===== config.mk =====
export PLATFORM = sky130hd
export DESIGN_NAME = flv_tag_deframer
export DESIGN_NICKNAME = d
export VERILOG_FILES = /design/src/hw/rtl/flvtd_pkg.sv /design/src/hw/rtl/flvtd_in_reg.sv /design/src/hw/rtl/flvtd_core.sv /design/src/hw/rtl/flvtd_out_reg.sv /design/src/hw/rtl/flv_tag_deframer.sv
export VERILOG_INCLUDE_DIRS = /design/src /design/src/hw/rtl
export SDC_FILE = /design/constraint.sdc
export NUM_CORES = 1
export LEC_CHECK = 0
export ABC_AREA = 1
export BUFFER_PORTS_ARGS = -buffer_cell sky130_fd_sc_hd__buf_2
export CORE_MARGIN = 4
export CORE_UTILIZATION = 37
export CTS_CLUSTER_DIAMETER = 40
export DETAILED_ROUTE_END_ITERATION = 16
export GPL_ROUTABILITY_DRIVEN = 0
export SLEW_MARGIN = 20
export SYNTH_ARGS = -nofsm -noshare
export SYNTH_HDL_FRONTEND = slang
export SYNTH_SLANG_ARGS = --single-unit

===== constraint.sdc =====
create_clock -name clock -period 7.45 [get_ports clock]
set_input_delay 1.49 -clock clock [delete_from_list [all_inputs] [get_ports clock]]
set_output_delay 1.49 -clock clock [all_outputs]
set_load 0.01 [all_outputs]

===== src/hw/rtl/flv_tag_deframer_macros.svh =====
// ----------------------------------------------------------------------------
// FLV tag deframer assertion macros
// Concurrent assertion helpers that compile away when ASSERT_OFF is set.
// ----------------------------------------------------------------------------
`ifndef FLV_TAG_DEFRAMER_MACROS_SVH
`define FLV_TAG_DEFRAMER_MACROS_SVH

`ifndef ASSERT_OFF
// Same-cycle implication, disabled during reset.
`define FLVTD_ASSERT_IMPLY(label, clk, rst, ante, cons) \
   label: assert property (@(posedge clk) disable iff (rst) (ante) |-> (cons)) \
      else $error("flv_tag_deframer assertion failed");
// Next-cycle implication, disabled during reset.
`define FLVTD_ASSERT_NEXT(label, clk, rst, ante, cons) \
   label: assert property (@(posedge clk) disable iff (rst) (ante) |=> (cons)) \
      else $error("flv_tag_deframer assertion failed");
`else
`define FLVTD_ASSERT_IMPLY(label, clk, rst, ante, cons)
`define FLVTD_ASSERT_NEXT(label, clk, rst, ante, cons)
`endif

`endif


===== src/hw/rtl/flvtd_pkg.sv =====
// ----------------------------------------------------------------------------
// FLV tag deframer package
// Section codes, header byte offsets and the result record of one byte.
// ----------------------------------------------------------------------------
package flvtd_pkg;

   // Section that a stream byte belongs to.
   typedef enum logic [1:0] {
      SEC_FILE_HDR  = 2'd0,
      SEC_PREV_SIZE = 2'd1,
      SEC_TAG_HDR   = 2'd2,
      SEC_PAYLOAD   = 2'd3
   } section_type;

   // File header layout.
   localparam logic [31:0] FH_POS_VERSION  = 32'd3;
   localparam logic [31:0] FH_POS_FLAGS    = 32'd4;
   localparam logic [31:0] FH_POS_LEN_HEAD = 32'd5;
   localparam logic [31:0] FH_POS_LEN_TAIL = 32'd8;
   localparam logic [31:0] FH_MIN_LENGTH   = 32'd9;

   // Previous-tag-size field is four bytes.
   localparam logic [31:0] PS_POS_LAST = 32'd3;

   // Tag header layout, eleven bytes.
   localparam logic [31:0] TH_POS_KIND    = 32'd0;
   localparam logic [31:0] TH_POS_SIZE_2  = 32'd1;
   localparam logic [31:0] TH_POS_SIZE_1  = 32'd2;
   localparam logic [31:0] TH_POS_SIZE_0  = 32'd3;
   localparam logic [31:0] TH_POS_TS_2    = 32'd4;
   localparam logic [31:0] TH_POS_TS_1    = 32'd5;
   localparam logic [31:0] TH_POS_TS_0    = 32'd6;
   localparam logic [31:0] TH_POS_TS_EXT  = 32'd7;
   localparam logic [31:0] TH_POS_SID_2   = 32'd8;
   localparam logic [31:0] TH_POS_SID_1   = 32'd9;
   localparam logic [32:0] TH_BYTES       = 33'd11;

   // Result of one stream byte.
   typedef struct packed {
      section_type  section;
      logic [7:0]   byte_out;
      logic [7:0]   tag_kind;
      logic [23:0]  payload_size;
      logic [31:0]  full_timestamp;
      logic [23:0]  stream_number;
      logic [31:0]  previous_size;
      logic [7:0]   format_version;
      logic         audio_present;
      logic         video_present;
      logic         header_complete;
      logic         tag_end;
   } result_type;

endpackage


===== src/hw/rtl/flvtd_in_reg.sv =====
// ----------------------------------------------------------------------------
// FLV tag deframer input register
// Holds one accepted stream byte until the parser takes it.
// ----------------------------------------------------------------------------
module flvtd_in_reg (
   input  logic       clock,
   input  logic       reset,
   input  logic       req_valid,
   output logic       req_ready,
   input  logic [7:0] req_stream_byte,
   input  logic       take,
   output logic       held_valid,
   output logic [7:0] held_byte
);

   logic       valid_ff;
   logic       valid_in;
   logic [7:0] byte_ff;

   // The register is free when empty or when its byte leaves this cycle.
   assign req_ready = !valid_ff || take;
   assign valid_in  = (req_valid && req_ready) || (valid_ff && !take);

   always_ff @(posedge clock) begin
      if (reset) begin
         valid_ff <= 1'b0;
      end else begin
         valid_ff <= valid_in;
      end
   end

   // Payload captures on every accepted transaction.
   always_ff @(posedge clock) begin
      if (req_valid && req_ready) begin
         byte_ff <= req_stream_byte;
      end
   end

   assign held_valid = valid_ff;
   assign held_byte  = byte_ff;

endmodule


===== src/hw/rtl/flvtd_core.sv =====
// ----------------------------------------------------------------------------
// FLV tag deframer parse core
// Section state, position counter and field registers, updated once per byte.
// ----------------------------------------------------------------------------
module flvtd_core (
   input  logic                   clock,
   input  logic                   reset,
   input  logic                   step,
   input  logic [7:0]             byte_in,
   output flvtd_pkg::result_type  result
);
   import flvtd_pkg::*;

   section_type phase_ff, phase_in;
   logic [31:0] pos_ff, pos_in;
   logic [31:0] fhl_ff, fhl_in;
   logic [7:0]  kind_ff, kind_in;
   logic [23:0] psize_ff, psize_in;
   logic [31:0] ts_ff, ts_in;
   logic [23:0] sid_ff, sid_in;
   logic [31:0] prev_ff, prev_in;
   logic [7:0]  ver_ff, ver_in;
   logic [1:0]  flags_ff, flags_in;
   logic        hdr_done;
   logic        tag_end;
   logic [31:0] pos_inc;
   logic [32:0] pos_next_wide;

   assign pos_inc       = pos_ff + 32'd1;
   assign pos_next_wide = {1'b0, pos_ff} + 33'd1;

   // Next state and result fields for the byte at the input register.
   always_comb begin
      phase_in = phase_ff;
      pos_in   = pos_inc;
      fhl_in   = fhl_ff;
      kind_in  = kind_ff;
      psize_in = psize_ff;
      ts_in    = ts_ff;
      sid_in   = sid_ff;
      prev_in  = prev_ff;
      ver_in   = ver_ff;
      flags_in = flags_ff;
      hdr_done = 1'b0;
      tag_end  = 1'b0;
      unique case (phase_ff)
         SEC_FILE_HDR: begin
            priority if (pos_ff == FH_POS_VERSION) begin
               ver_in = byte_in;
            end else if (pos_ff == FH_POS_FLAGS) begin
               flags_in = {byte_in[2], byte_in[0]};
            end else if (pos_ff == FH_POS_LEN_HEAD) begin
               fhl_in = {24'd0, byte_in};
            end else if (pos_ff > FH_POS_LEN_HEAD && pos_ff <= FH_POS_LEN_TAIL) begin
               fhl_in = {fhl_ff[23:0], byte_in};
            end else begin
               fhl_in = fhl_ff;
            end
            // A header length below the minimum is taken as the minimum.
            if (pos_ff == FH_POS_LEN_TAIL && fhl_in < FH_MIN_LENGTH) begin
               fhl_in = FH_MIN_LENGTH;
            end
            if (pos_ff >= FH_POS_LEN_TAIL && pos_next_wide >= {1'b0, fhl_in}) begin
               phase_in = SEC_PREV_SIZE;
               pos_in   = 32'd0;
            end
         end
         SEC_PREV_SIZE: begin
            prev_in = (pos_ff == 32'd0) ? {24'd0, byte_in} : {prev_ff[23:0], byte_in};
            if (pos_ff >= PS_POS_LAST) begin
               phase_in = SEC_TAG_HDR;
               pos_in   = 32'd0;
            end
         end
         SEC_TAG_HDR: begin
            unique case (pos_ff)
               TH_POS_KIND:   kind_in  = byte_in;
               TH_POS_SIZE_2: psize_in = {byte_in, 16'd0};
               TH_POS_SIZE_1: psize_in = psize_ff | {8'd0, byte_in, 8'd0};
               TH_POS_SIZE_0: psize_in = psize_ff | {16'd0, byte_in};
               TH_POS_TS_2:   ts_in    = {8'd0, byte_in, 16'd0};
               TH_POS_TS_1:   ts_in    = ts_ff | {16'd0, byte_in, 8'd0};
               TH_POS_TS_0:   ts_in    = ts_ff | {24'd0, byte_in};
               TH_POS_TS_EXT: ts_in    = {byte_in, ts_ff[23:0]};
               TH_POS_SID_2:  sid_in   = {byte_in, 16'd0};
               TH_POS_SID_1:  sid_in   = sid_ff | {8'd0, byte_in, 8'd0};
               default:       sid_in   = sid_ff | {16'd0, byte_in};
            endcase
            // Last header byte: an empty payload ends the tag right here.
            if (pos_next_wide >= TH_BYTES) begin
               hdr_done = 1'b1;
               pos_in   = 32'd0;
               if (psize_in == 24'd0) begin
                  tag_end  = 1'b1;
                  phase_in = SEC_PREV_SIZE;
               end else begin
                  phase_in = SEC_PAYLOAD;
               end
            end
         end
         SEC_PAYLOAD: begin
            if (pos_next_wide >= {9'd0, psize_ff}) begin
               tag_end  = 1'b1;
               phase_in = SEC_PREV_SIZE;
               pos_in   = 32'd0;
            end
         end
         default: begin
            phase_in = phase_ff;
         end
      endcase
   end

   // State advances only when the byte moves on to the result register.
   always_ff @(posedge clock) begin
      if (reset) begin
         phase_ff <= SEC_FILE_HDR;
         pos_ff   <= 32'd0;
         fhl_ff   <= FH_MIN_LENGTH;
         kind_ff  <= 8'd0;
         psize_ff <= 24'd0;
         ts_ff    <= 32'd0;
         sid_ff   <= 24'd0;
         prev_ff  <= 32'd0;
         ver_ff   <= 8'd0;
         flags_ff <= 2'd0;
      end else if (step) begin
         phase_ff <= phase_in;
         pos_ff   <= pos_in;
         fhl_ff   <= fhl_in;
         kind_ff  <= kind_in;
         psize_ff <= psize_in;
         ts_ff    <= ts_in;
         sid_ff   <= sid_in;
         prev_ff  <= prev_in;
         ver_ff   <= ver_in;
         flags_ff <= flags_in;
      end
   end

   // Result fields show the values as they stand after this byte.
   always_comb begin
      result.section         = phase_ff;
      result.byte_out        = byte_in;
      result.tag_kind        = kind_in;
      result.payload_size    = psize_in;
      result.full_timestamp  = ts_in;
      result.stream_number   = sid_in;
      result.previous_size   = prev_in;
      result.format_version  = ver_in;
      result.audio_present   = flags_in[1];
      result.video_present   = flags_in[0];
      result.header_complete = hdr_done;
      result.tag_end         = tag_end;
   end

endmodule


===== src/hw/rtl/flvtd_out_reg.sv =====
// ----------------------------------------------------------------------------
// FLV tag deframer result register
// Holds one result transaction until the consumer takes it.
// ----------------------------------------------------------------------------
module flvtd_out_reg (
   input  logic                   clock,
   input  logic                   reset,
   input  logic                   load,
   input  flvtd_pkg::result_type  load_data,
   output logic                   free,
   output logic                   rsp_valid,
   input  logic                   rsp_ready,
   output flvtd_pkg::result_type  rsp_data
);
   import flvtd_pkg::*;

   logic       valid_ff;
   logic       valid_in;
   result_type data_ff;

   // Room for a new result when empty or when the current one is taken.
   assign free     = !valid_ff || rsp_ready;
   assign valid_in = load || (valid_ff && !rsp_ready);

   always_ff @(posedge clock) begin
      if (reset) begin
         valid_ff <= 1'b0;
      end else begin
         valid_ff <= valid_in;
      end
   end

   always_ff @(posedge clock) begin
      if (load) begin
         data_ff <= load_data;
      end
   end

   assign rsp_valid = valid_ff;
   assign rsp_data  = data_ff;

endmodule


===== src/hw/rtl/flv_tag_deframer.sv =====
// Path: a byte accepted into the input register moves on into the result
// register, where its result transaction becomes valid, once the result
// register is free.
// Throughput: one byte per cycle while rsp_ready holds; the per-byte path is
// the 32-bit position increment and compare in the parse core.
// Reset: synchronous, active high; clears both registers and the parser state.
// ----------------------------------------------------------------------------
// FLV tag deframer
// Labels each byte of an FLV stream with its section and the current fields.
// ----------------------------------------------------------------------------
`include "flv_tag_deframer_macros.svh"

module flv_tag_deframer (
   input  logic                      clock,
   input  logic                      reset,
   input  logic                      req_valid,
   output logic                      req_ready,
   input  logic [7:0]                req_stream_byte,
   output logic                      rsp_valid,
   input  logic                      rsp_ready,
   output flvtd_pkg::section_type    rsp_section,
   output logic [7:0]                rsp_byte_out,
   output logic [7:0]                rsp_tag_kind,
   output logic [23:0]               rsp_payload_size,
   output logic [31:0]               rsp_full_timestamp,
   output logic [23:0]               rsp_stream_number,
   output logic [31:0]               rsp_previous_size,
   output logic [7:0]                rsp_format_version,
   output logic                      rsp_audio_present,
   output logic                      rsp_video_present,
   output logic                      rsp_header_complete,
   output logic                      rsp_tag_end
);
   import flvtd_pkg::*;

   logic       held_valid;
   logic [7:0] held_byte;
   logic       out_free;
   logic       advance;
   result_type core_result;
   result_type rsp_data;
   logic       hdr_flagged;
   logic       end_flagged;
   logic       empty_hdr;
   logic       end_allowed;
   logic       stall_full;

   // A byte moves from the input register into the result register.
   assign advance = held_valid && out_free;

   flvtd_in_reg u_in_reg (
      .clock           (clock),
      .reset           (reset),
      .req_valid       (req_valid),
      .req_ready       (req_ready),
      .req_stream_byte (req_stream_byte),
      .take            (advance),
      .held_valid      (held_valid),
      .held_byte       (held_byte)
   );

   flvtd_core u_core (
      .clock   (clock),
      .reset   (reset),
      .step    (advance),
      .byte_in (held_byte),
      .result  (core_result)
   );

   flvtd_out_reg u_out_reg (
      .clock     (clock),
      .reset     (reset),
      .load      (advance),
      .load_data (core_result),
      .free      (out_free),
      .rsp_valid (rsp_valid),
      .rsp_ready (rsp_ready),
      .rsp_data  (rsp_data)
   );

   // Result transaction fields.
   assign rsp_section         = rsp_data.section;
   assign rsp_byte_out        = rsp_data.byte_out;
   assign rsp_tag_kind        = rsp_data.tag_kind;
   assign rsp_payload_size    = rsp_data.payload_size;
   assign rsp_full_timestamp  = rsp_data.full_timestamp;
   assign rsp_stream_number   = rsp_data.stream_number;
   assign rsp_previous_size   = rsp_data.previous_size;
   assign rsp_format_version  = rsp_data.format_version;
   assign rsp_audio_present   = rsp_data.audio_present;
   assign rsp_video_present   = rsp_data.video_present;
   assign rsp_header_complete = rsp_data.header_complete;
   assign rsp_tag_end         = rsp_data.tag_end;

   // Conditions watched by the checks below.
   assign hdr_flagged = rsp_valid && rsp_header_complete;
   assign end_flagged = rsp_valid && rsp_tag_end;
   assign empty_hdr   = rsp_header_complete && (rsp_payload_size == 24'd0);
   assign end_allowed = (rsp_section == SEC_PAYLOAD) || empty_hdr;
   assign stall_full  = held_valid && rsp_valid && !rsp_ready;

   // A completed header is only ever flagged on a tag header byte.
   `FLVTD_ASSERT_IMPLY(a_hdr_done_section, clock, reset, hdr_flagged, rsp_section == SEC_TAG_HDR)

   // A tag ends on a payload byte, or on the header's last byte of an empty tag.
   `FLVTD_ASSERT_IMPLY(a_tag_end_section, clock, reset, end_flagged, end_allowed)

   // An empty payload on the last header byte must end the tag.
   `FLVTD_ASSERT_IMPLY(a_empty_tag_end, clock, reset, rsp_valid && empty_hdr, rsp_tag_end)

   // With both registers full and the output stalled, no new byte comes in.
   `FLVTD_ASSERT_IMPLY(a_full_backpressure, clock, reset, stall_full, !req_ready)

endmodule


# Word-level counts from Yosys, hierarchy flattened
# Cells that the tools add are included.
# totals
in_bits	12
wordCells	117
out_inout_bits	144
register_bits	348
# op_classes
bitwise	6
magnitude_cmp	8
eq_ne	16
mux	39
n_addsub	2
n_reduce_logical	21
# op_table
op	count
$mux W32	14
$pmux W32 S4	2
$pmux W24 S3	2
$eq A32 B3 Y1 const B	4
$mux W24	3
$eq A32 B2 Y1 const B	2
$eq A32 B4 Y1 const B	2
$or A24 B16 Y24	2
$or A24 B8 Y24	2
$add A32 B1 Y33 const B	1
$ge A33 B24 Y1	1
$ge A33 B32 Y1	1
$ge A33 B4 Y1 const B	1
$add A32 B1 Y32 const B	1
$eq A32 B1 Y1 const B	1
$ge A32 B2 Y1 const B	1
$ge A32 B4 Y1 const B	1
$gt A32 B3 Y1 const B	1
$le A32 B4 Y1 const B	1
$logic_not A32 Y1	1
$lt A32 B4 Y1 const B	1
$mux W8	4
$or A32 B16 Y32	1
$or A32 B8 Y32	1
15 further kinds	41

# Depth between registers and ports, before layout
# Gate-level depths: netlist (run 1).
# depth
depth_word	15
ltp_mapped	32
ltp_nobuf	31

# By module
# Synthesis (run 1) repeated with hierarchy kept, for this count alone.
# unflattened
cells_unflattened	2449
area_unflattened_um2	18338.8
# by_module_without_submodules
module	area_per_inst_um2	seq_area_each_um2	n_inst	cells_per_inst
flvtd_core	13736.9	3923.8	1	2286
flvtd_out_reg	4306.6	4284.1	1	147
flvtd_in_reg	287.8	260.2	1	14
flv_tag_deframer	7.5	0.0	1	2

# Worst setup path before layout (run 1)
# OpenSTA, ideal clock, no wires.
# synth_timing
kind	in2reg
start	input port rsp_ready
end	register u_out_reg.data_ff, in the netlist u_out_reg.rsp_data[0], enable pin
setup_time_ns	0.562
n_path_buf	3
arrival_ns	6.212
t_required_ns	6.888
path_slack_ns	0.676
stages	7
path_cell_list	inv_1 nand2_1 nand2_1 clkbuf_1 inv_1 clkbuf_1 clkbuf_1
# synth_between
elab_chain_len	2
# synth_lines
element	line	source
start, declared	flv_tag_deframer.sv:20	input logic rsp_ready,
$logic_or A1 B1 Y1	flvtd_out_reg.sv:22	assign free = !valid_ff || rsp_ready;
$logic_and A1 B1 Y1	flv_tag_deframer.sv:49	assign advance = held_valid && out_free;
via advance	flv_tag_deframer.sv:39	logic advance;
end signal, assigned	flvtd_out_reg.sv:35	data_ff <= load_data;
end, declared	flvtd_out_reg.sv:19	result_type data_ff;
# The timed path passes the listed nets, and every way through them passes these cells.
# A chain may end at the register's enable or synchronous reset.

# Worst setup path in the final report (run 1)
# layout_timing
start	register u_core.pos_ff[0]
end	register u_core.pos_ff[5]
# layout_between
elab_chain_len	15
word_cells_on_any_way	29
classes_between	2 x add/sub; 8 x order compare; 4 x eq/ne; 12 x mux; 3 x reduce/logical
# layout_lines
element	line	source
start, declared	flvtd_core.sv:15	logic [31:0] pos_ff, pos_in;
start signal, assigned	flvtd_core.sv:129	pos_ff <= pos_in;
$gt A32 B3 Y1 / $le A32 B4 Y1 (equally long branches)	flvtd_core.sv:54	end else if (pos_ff > FH_POS_LEN_HEAD && pos_ff <= FH_POS_LEN_TAIL) begin
$logic_and A1 B1 Y1	flvtd_core.sv:54	
$mux W32	flvtd_core.sv:54	
$mux W32	flvtd_core.sv:52	end else if (pos_ff == FH_POS_LEN_HEAD) begin
$mux W32	flvtd_core.sv:50	end else if (pos_ff == FH_POS_FLAGS) begin
$mux W32	flvtd_core.sv:48	priority if (pos_ff == FH_POS_VERSION) begin
$mux W32	flvtd_core.sv:46	unique case (phase_ff)
$lt A32 B4 Y1	flvtd_core.sv:60	if (pos_ff == FH_POS_LEN_TAIL && fhl_in < FH_MIN_LENGTH) begin
$logic_and A1 B1 Y1	flvtd_core.sv:60	
$mux W32	flvtd_core.sv:60	
$mux W32	flvtd_core.sv:46	
$ge A33 B32 Y1	flvtd_core.sv:63	if (pos_ff >= FH_POS_LEN_TAIL && pos_next_wide >= {1'b0, fhl_in}) begin
$logic_and A1 B1 Y1	flvtd_core.sv:63	
$mux W32	flvtd_core.sv:63	
$pmux W32 S4 (*)	flvtd_core.sv:46	
# Every way passes the cells marked *; elsewhere a longest branch is shown, timed or not. The select of a mux whose other input is x is not followed.

==> flow_metrics.tcl, run 1 <==
set metrics [dict create \
    ys_async_sr_fraction_pct 0 \
    cts_root_buffer "clkbuf_16" \
    drc_errors 0 \
    cts_setup_buffers 0 \
    slew_headroom_pct 24.2 \
    hp-class "reg -> reg" \
    port_buffers 155 \
    seqPwrFrac_pct 42.0 \
    drt_iter0_drc 1685 \
    worstSetupPathDepth 26 \
    clkPwrFrac_pct 48.4 \
    drtPass1Iterations 6 \
    max_freq_ghz 0.176 \
    slowest_stage "nor2_1" \
    power.net_switching_mw 1.36 \
    startpoint_type "register" \
    synth_edf_count 150 \
    row_count 80 \
    cp_common_cell "nand2_1" \
    grt_overflow_total 0 \
    rr_worst_depth 26 \
    cpLargestDelayFamily "simple AND/OR/NAND/NOR gates" \
    clk_latency_ns 0.59 \
    intPower_mw 3.79 \
    powerDensity_nw_per_um2 243 \
    hold_buffers 0 \
    antenna_found_initial 0 \
    h-tree-depth 2 \
    ys_types 46 \
    rsz0062_at_grt "no" \
    hold_path_depth 2 \
    grtUsageTotal_pct 20.3 \
    cellLeakagePower_nw 9.58 \
    fin_nets 2582 \
    crit_arrival_ns 6.20 \
    syn_to_final_growth_pct 16.8 \
    diodes 0 \
    total_power_mw 5.15 \
    timing.final.crit_share_pct 76.4 \
    final_util_pct 44.1 \
    maxCapViolations 0 \
    worst_pin_slew_ns 1.13 \
    routed_wl_um 55400 \
    yosys_warnings 0 \
    core-area_um2 48100 \
    setup_viol 0 \
    criticalPathCategory "reg -> reg" \
    cts_repair_resize_count 0 \
    routed-via-count 16600 \
    skew_ns 0.0224 \
    worstPathMaxFanout 27 \
    fin_crit_ns 5.69 \
    grt_pass1_wl_um 86000 \
    synth_ff_type "dfxtp_1" \
    vias_per_cell 5.18 \
    die_h_um 230 \
    final_cell_mix "532 x nand2_1, 350 x inv_1, 235 x nor2_1" \
    synthesis.area_um2 18200 \
    clk_path_buf_depth 3 \
    place_hpwl_um 39000 \
    clkSinkCount 348 \
    pin_count 156 \
    finalMaxSlewViolations 0 \
    synthCells 2385 \
    combPwrFrac_pct 9.6 \
    max_stage_delay_ns 0.73 \
    ir_drop_uv 176 \
    drive_above_1_share_pct 12.6 \
    cts_tree "done" \
    fp.dieW_um 230 \
    drtAntennaViolNets 0 \
    status "finished, final reports clean" \
    cts_made_buffers 53 \
    start_util_pct 37.7 \
    synth_seq_cells 348 \
    grt_pass1_vias 15600 \
    dieArea_um2 52700 \
    hold_violations 0 \
    avgSynthCellArea_um2 7.62 \
    wl_per_cell_um 17.3 \
    layout_commonest_cell "nand2_1" \
    critPathCaptureType "register" \
    switching_share_pct 26.4 \
    cp_num_buf_inv 2 \
    syn-num-nets 2462 \
    grt_max_degree 151 \
    clk_pin_slew_ns 0.06 \
    cp.required_ns 7.96 \
    setup-tns-final_ns 0 \
    ys_seq_area_share_pct 46.6 \
]
==> sequential cells by signal (all words and copies together), names as in the netlist <==
register             cells
u_core.phase_ff          2
u_core.kind_ff           8
u_core.psize_ff         24
u_core.ver_ff            8
u_in_reg.held_byte       8
u_out_reg.rsp_valid      1
u_core.ts_ff            32
u_core.prev_ff          32
u_core.pos_ff           32
u_core.flags_ff          2
u_out_reg.rsp_data     142
u_in_reg.held_valid      1
u_core.fhl_ff           32
u_core.sid_ff           24
==> layout make-up <==
cell class | count | area [µm²]
Clock inverter | 34 | 370
Timing Repair Buffer | 172 | 906
Clock buffer | 65 | 1410
Fill cell | 4757 | 26900
Tap cell | 656 | 821
Multi-Input combinational cell | 1572 | 7900
Inverter | 358 | 1350
Sequential cell | 348 | 8470
==> synth_stat cells (2+ instances only) <==
cell,n,area share (%)
a211oi_1,24,0.99
a21oi_1,176,4.8
a21oi_2,2,0.096
buf_1,5,0.10
buf_2,10,0.28
buf_4,3,0.12
buf_6,9,0.56
clkbuf_1,80,1.7
dfxtp_1,198,22
edfxtp_1,150,25
ha_1,65,4.5
inv_1,351,7.2
inv_2,7,0.14
nand2_1,533,11
nand2_2,11,0.38
nand2_4,3,0.19
nand3_1,109,3.0
nand3_2,5,0.28
nand3b_1,11,0.45
nand4_1,41,1.4
nor2_1,236,4.9
nor2_2,10,0.34
nor2_4,7,0.43
nor3_1,8,0.22
nor4_1,5,0.17
o211ai_1,2,0.083
o21ai_0,207,5.7
o21ai_1,33,0.91
o21ai_2,3,0.14
o21bai_1,4,0.17
o22ai_1,52,1.8
o31ai_1,10,0.41
o32ai_1,2,0.096
==> worst register-to-register path, delay by kind of cell (launching register included) <==
family          cells  cell delay (ns)
simple gates       17             3.27
compound gates      5             0.81
fa+ha+maj           2             0.67
flops               1             0.59
buf+inv             2             0.26
==> routing by layer <==
metal	vias to the layer above	wire, µm	global-route usage [%]
met1	7766	23700	26.5
li1	8105	-	-
met4	0	2220	8.27
met2	609	25400	33.0
met5	-	0	0
met3	136	4050	4.09
==> cell families (layout without fill, tap and decap cells) <==
| logic type | count (synthesis) | count (layout) | synth area share (%) |
|---|---|---|---|
| and+or+nand+nor | 988 | 988 | 23.4 |
| AOI/OAI and AO/OA | 518 | 518 | 15.4 |
| buffers and inverters | 465 | 629 | 10.1 |
| DFF | 348 | 348 | 46.6 |
| adders and majority gates | 65 | 65 | 4.47 |
| xor gates and xnor gates | 1 | 1 | 0.0482 |
==> final timing paths <==
check	from	slack, ns	end
worst max-delay path	u_core.pos_ff[0]	1.76	u_core.pos_ff[5]
worst max register to register	u_core.pos_ff[0]	1.76	u_core.pos_ff[5]
worst min register to register	u_core.prev_ff[6]	0.47	u_core.prev_ff[6]
worst min-delay path	u_core.prev_ff[6]	0.47	u_core.prev_ff[6]
==> per-stage QoR <==
stage                     hold WS (ns)  setup slack, ns  area [µm²]  std cells
after floorplan                  0.439            0.676       18200       2385
after global placement           0.452             2.15       19400       3106
after detailed placement         0.458             1.93       19400       3106
after CTS                        0.468             1.90       21200       3205
after global routing             0.494             1.25       21200       3205
final                            0.467             1.76       21200       3205
==> power by group through the flow <==
stage                     logic (mW)  clock network, mW  registers, mW
after CTS                      0.493               2.54           2.16
after detailed placement       0.491                  0           2.20
after global routing           0.552               2.62           2.17
final                          0.494               2.49           2.16
after global placement         0.480                  0           2.20
after floorplan                0.308                  0           2.22
(Power assumes the default switching activity.)
==> run 2, diff against run 1 <==
==> constraint.sdc (replaced) <==
create_clock -name clock -period 5.55 [get_ports clock]
set_input_delay 1.11 -clock clock [delete_from_list [all_inputs] [get_ports clock]]
set_output_delay 1.11 -clock clock [all_outputs]
set_load 0.01 [all_outputs]
==> run 2 against run 1 <==
Hold slack gained 0.0032 ns. Design area is essentially flat. Routed wire length shrank 0.14%. Via count grew 0.20%. Critical path depth grew 1. Core utilization is essentially flat. Clock skew shrank 0.0051 ns. Sequential share of layout area is essentially flat. Non-clock buffer count grew 9. Global-route usage is essentially flat. Maximum frequency grew 13%. First-iteration DRC count grew 3.9%. Critical path type unchanged. Highest routed layer unchanged.
==> flow_metrics.tcl, run 2 (same netlist as run 1, synthesis figures left out) <==
set metrics [dict create \
    status "finished, final reports clean" \
    hold_path_depth 2 \
    crit_arrival_ns 5.54 \
    drc_errors 0 \
    fin_nets 2587 \
    routed_wl_um 55300 \
    finalMaxSlewViolations 0 \
    max_freq_ghz 0.199 \
    rsz0062_at_grt "no" \
    powerDensity_nw_per_um2 320 \
    routed-via-count 16600 \
    hp-class "reg -> reg" \
    largest_register_ffs 142 \
    hold_start "u_core.prev_ff[2]" \
    pin_count 156 \
    cp_common_cell "nand2_1" \
    maxCapViolations 0 \
    cts_setup_buffers 0 \
    cp.required_ns 6.07 \
    worst_r2r_startpoint "u_core.pos_ff[1]" \
    max_stage_delay_ns 0.49 \
    row_count 80 \
    cellLeakagePower_nw 9.59 \
    setup_viol 0 \
    cts_made_buffers 49 \
    dieArea_um2 52700 \
    clk_latency_ns 0.60 \
    finalWorstSetupSlack_ns 0.528 \
    die_h_um 230 \
    grtUsageTotal_pct 20.3 \
    startpoint "u_core.pos_ff[1]" \
    grt_max_degree 228 \
    h-tree-depth 2 \
    vias_per_cell 5.19 \
    startpoint_type "register" \
    grt_overflow_total 0 \
    clkSinkCount 348 \
    skew_ns 0.0174 \
    drt_iter0_drc 1750 \
    syn_to_final_growth_pct 16.9 \
    clk_pin_slew_ns 0.06 \
    slowest_stage "dfxtp_1" \
    antenna_found_initial 0 \
    grt_pass1_wl_um 86000 \
    rr_worst_depth 27 \
    wl_per_cell_um 17.3 \
    drive_above_1_share_pct 12.8 \
    clk_path_buf_depth 3 \
    port_buffers 155 \
    r2r_end "u_core.pos_ff[11]" \
    criticalPathCategory "reg -> reg" \
    pre_cts_slack_ns 0.435 \
    regToRegSetupSlack_ns 0.53 \
    drtPass1Iterations 5 \
    fp.dieW_um 230 \
    diodes 0 \
    core-area_um2 48100 \
    setup-tns-final_ns 0 \
    timing.final.crit_share_pct 90.5 \
    final_cell_mix "532 x nand2_1, 350 x inv_1, 234 x nor2_1" \
    start_util_pct 37.7 \
    critPathCaptureType "register" \
    min_to "u_core.prev_ff[2]" \
    layout_commonest_cell "nand2_1" \
    slew_headroom_pct 22.8 \
    cts_root_buffer "clkbuf_16" \
    drtAntennaViolNets 0 \
    place_hpwl_um 38800 \
    cts_tree "done" \
    worst_pin_slew_ns 1.16 \
    grt_pass1_vias 15400 \
    hold_violations 0 \
    fin_crit_ns 5.02 \
    ir_drop_uv 269 \
    worstPathMaxFanout 27 \
]
## run 2: worst max path at each step
stage	endpoint	slack (ns)	cells past startpoint
CTS	u_core.pos_ff[11]	0.40	27
floorplan	u_out_reg.rsp_data[0]	1.38	7
finish	u_core.pos_ff[11]	0.53	27
global placement	u_core.pos_ff[11]	0.63	27
detailed placement	u_core.pos_ff[11]	0.44	27
global route	u_core.pos_ff[11]	0.03	27
## run 2: cell type report
class,count,area (µm²)
Inverter,358,1350
Sequential cell,348,8470
Clock buffer,53,1250
Timing Repair Buffer,181,998
Tap cell,656,821
Clock inverter,37,448
Fill cell,4786,26900
Multi-Input combinational cell,1572,7910
## run 2: per-stage QoR
| stage | cell area [µm²] | std cells | total power, mW | utilization, % | hold slack (ns) |
|---|---|---|---|---|---|
| detailed placement | 19500 | 3114 | 3.61 | 40.5 | 0.461 |
| floorplan | 18200 | 2385 | 3.38 | - | 0.439 |
| finish | 21200 | 3205 | 6.81 | 44.1 | 0.470 |
| global route | 21200 | 3205 | 7.08 | 44.1 | 0.499 |
| global placement | 19500 | 3114 | 3.59 | 40.5 | 0.452 |
| CTS | 21200 | 3204 | 6.87 | 44.0 | 0.470 |
## run 2: report_power, final
group          leakage [nW]  total [mW]  internal (mW)  switching [mW]
clock network         0.835        3.24           1.96            1.28
logic                  5.69       0.665          0.213           0.452
registers              3.07        2.90           2.83          0.0653
total                  9.59        6.81           5.01            1.80
## run 2: what timing repair did
item,CTS,global route
hold buffers,0,0
setup endpoints to repair,0,26
resized for setup,0,3
## run 2: layer usage
metal	global-route usage, %	wire, µm	vias up
li1	-	-	8137
met5	0	0	-
met1	26.6	23500	7788
met3	3.58	3830	119
met4	7.76	2210	0
met2	33.3	25800	605
## run 2: worst max-delay path, delay by kind of cell, from the launching register on
| kind | cells | cell delay (ns) |
|---|---|---|
| AO/OA/AOI/OAI | 5 | 0.87 |
| AND/OR/NAND/NOR | 17 | 2.55 |
| buffers and inverters | 3 | 0.37 |
| flip-flops | 1 | 0.49 |
| adder cells (fa/ha/maj) | 2 | 0.65 |
==> run 3, diff against run 2 <==
--- a/config.mk
+++ b/config.mk
@@ -13,7 +13,10 @@
 export CTS_CLUSTER_DIAMETER = 40
 export DETAILED_ROUTE_END_ITERATION = 16
 export GPL_ROUTABILITY_DRIVEN = 0
+export MAX_ROUTING_LAYER = met4
 export SLEW_MARGIN = 20
 export SYNTH_ARGS = -nofsm -noshare
 export SYNTH_HDL_FRONTEND = slang
+export SYNTH_HIERARCHICAL = 1
 export SYNTH_SLANG_ARGS = --single-unit
+export TNS_END_PERCENT = 5
==> run 3 against run 2 <==
Sequential share of layout area shrank 0.38 points. Core utilization shrank 0.32 points. Non-clock buffer count shrank 4. Via count shrank 0.26%. Worst setup slack gained 0.18 ns. Largest cell class unchanged. Highest routed layer unchanged.
==> flow_metrics.tcl, run 3 <==
set metrics [dict create \
    max_freq_ghz 0.207 \
    maxCapViolations 0 \
    pin_count 156 \
    powerDensity_nw_per_um2 334 \
    worst_pin_slew_ns 0.968 \
    criticalPathCategory "reg -> reg" \
    cts_tree "done" \
    crit_arrival_ns 5.38 \
    fin_crit_ns 4.84 \
    ir_drop_uv 219 \
    synthesis.area_um2 18300 \
    cts_root_buffer "clkbuf_16" \
    row_count 81 \
    place_hpwl_um 37700 \
    finalWorstSetupSlack_ns 0.708 \
    max_stage_delay_ns 0.47 \
    skew_ns 0.0203 \
    ys_types 44 \
    diodes 0 \
    hold_violations 0 \
    port_buffers 155 \
    wl_per_cell_um 16.5 \
    h-tree-depth 2 \
    rsz0062_at_grt "no" \
    rr_worst_depth 35 \
    worstPathMaxFanout 30 \
    grt_max_degree 165 \
    routed_wl_um 54100 \
    final_cell_mix "570 x nand2_1, 380 x inv_1, 225 x nor2_1" \
    placed_area_um2 19600 \
    ys_async_sr_fraction_pct 0 \
    drtPass1Iterations 6 \
    start_util_pct 37.5 \
    hp-class "reg -> reg" \
    clk_pin_slew_ns 0.05 \
    finalMaxSlewViolations 0 \
    synthTopCellsByArea "edfxtp_1 25%, dfxtp_1 22%, nand2_1 12%" \
    cellLeakagePower_nw 10.0 \
    pre_cts_slack_ns 0.770 \
    synthCells 2449 \
    fin_nets 2642 \
    holdWs_ns 0.482 \
    core-area_um2 49000 \
    avgSynthCellArea_um2 7.49 \
    cts_repair_resize_count 0 \
    grtUsageTotal_pct 20.1 \
    synth_commonest_cells "570 x nand2_1, 383 x inv_1, 225 x nor2_1" \
    layout_commonest_cell "nand2_1" \
    dieArea_um2 53200 \
    design_area_um2 21400 \
    grt_pass1_vias 15100 \
    synth_seq_cells 348 \
    cp_num_buf_inv 2 \
    clk_latency_ns 0.61 \
    syn-num-nets 2527 \
    clkSinkCount 348 \
    synth_ff_type "dfxtp_1" \
    fp.dieW_um 231 \
    startpoint_type "register" \
    final_util_pct 43.8 \
    timing.final.crit_share_pct 87.2 \
    synth_edf_count 150 \
    cts_made_buffers 56 \
    yosys_warnings 6 \
    grt_pass1_wl_um 83900 \
    cpLargestDelayFamily "simple AND/OR/NAND/NOR gates" \
    drive_above_1_share_pct 12.3 \
    routed-via-count 16600 \
    slew_headroom_pct 35.5 \
    grt_overflow_total 0 \
    ys_seq_area_share_pct 46.2 \
    drtAntennaViolNets 0 \
    clk_path_buf_depth 3 \
    yosysMostFrequentCell "nand2_1" \
    vias_per_cell 5.07 \
    synth_top_area_cell "edfxtp_1" \
    cts_setup_buffers 0 \
    syn_to_final_growth_pct 16.9 \
    hold_path_depth 2 \
    drt_iter0_drc 1487 \
    status "finished, final reports clean" \
    die_h_um 231 \
    setup-tns-final_ns 0 \
    critPathCaptureType "register" \
    largest_register_ffs 142 \
    synth_top_cell_area_share_pct 24.6 \
    setup_viol 0 \
    slowest_stage "dfxtp_1" \
    hold_buffers 0 \
    cp_common_cell "nand2_1" \
    cp.required_ns 6.08 \
    antenna_found_initial 0 \
    worstSetupPathDepth 35 \
    drc_errors 0 \
]
-- run 3: changes by cell type in the layout (fill, tap and decap cells not counted), moves of 6 or more --
cell       before  now
o22ai_1        52   42
clkbuf_1        3    9
clkbuf_16      49   58
inv_2           7   14
o31ai_1        10    0
nand2_1       532  570
nor2_1        234  225
nor2_4          9    2
a21oi_1       176  168
o21bai_1        4   23
nand4_1        41   26
inv_1         350  380
nand3_1       109  147
nand3b_1       11    3
-- run 3: layout make-up --
| class | count | area (µm²) |
|---|---|---|
| inverter | 398 | 1500 |
| clock inverter | 38 | 379 |
| fill | 4827 | 27500 |
| timing repair buffer | 177 | 956 |
| multi-input combinational | 1583 | 7810 |
| tap | 664 | 831 |
| sequential | 348 | 8470 |
| clock buffer | 68 | 1500 |
-- run 3: where the power goes --
group / total (mW) / internal, mW / switching (mW)
Sequential: 2.95 / 2.88 / 0.0770
Clock: 3.44 / 2.11 / 1.33
Combinational: 0.774 / 0.245 / 0.529
Total: 7.17 / 5.23 / 1.94
-- run 3: per-stage QoR --
stage                     total power [mW]  instances
final                                 7.17       3276
after global routing                  7.47       3276
after CTS                             7.24       3276
after detailed placement              3.78       3170
after global placement                3.75       3170
after floorplan                       3.51       2449
-- run 3: final timing paths --
check | startpoint | slack (ns) | endpoint
max | u_core/pos_ff[0] | 0.71 | u_core/phase_ff[1]
min | u_core/fhl_ff[0] | 0.48 | u_core/fhl_ff[0]
max reg2reg | u_core/pos_ff[0] | 0.71 | u_core/phase_ff[1]
min reg2reg | u_core/fhl_ff[0] | 0.48 | u_core/fhl_ff[0]
-- run 3: tightest hold or removal path, cell delays in order, from the launching register on --
cell and delay (ns):
dfxtp_1 0.33, a21oi_1 0.07, nand2_1 0.05
-- run 3: cell families after synthesis --
| group | after synthesis | synth area share (%) |
|---|---|---|
| fa+ha+maj | 66 | 4.50 |
| buf+inv | 518 | 11.3 |
| flops | 348 | 46.2 |
| simple gates | 1010 | 22.9 |
| compound gates | 504 | 15.0 |
| xor+xnor | 3 | 0.143 |
-- run 3: metal layers --
| metal | wire length (µm) | global-route usage (%) | vias to the layer above |
|---|---|---|---|
| met5 | 0 | - | - |
| met4 | 1540 | 6.16 | 0 |
| met3 | 3620 | 3.42 | 106 |
| met2 | 25300 | 32.3 | 558 |
| met1 | 23600 | 26.0 | 7740 |
| li1 | - | - | 8201 |
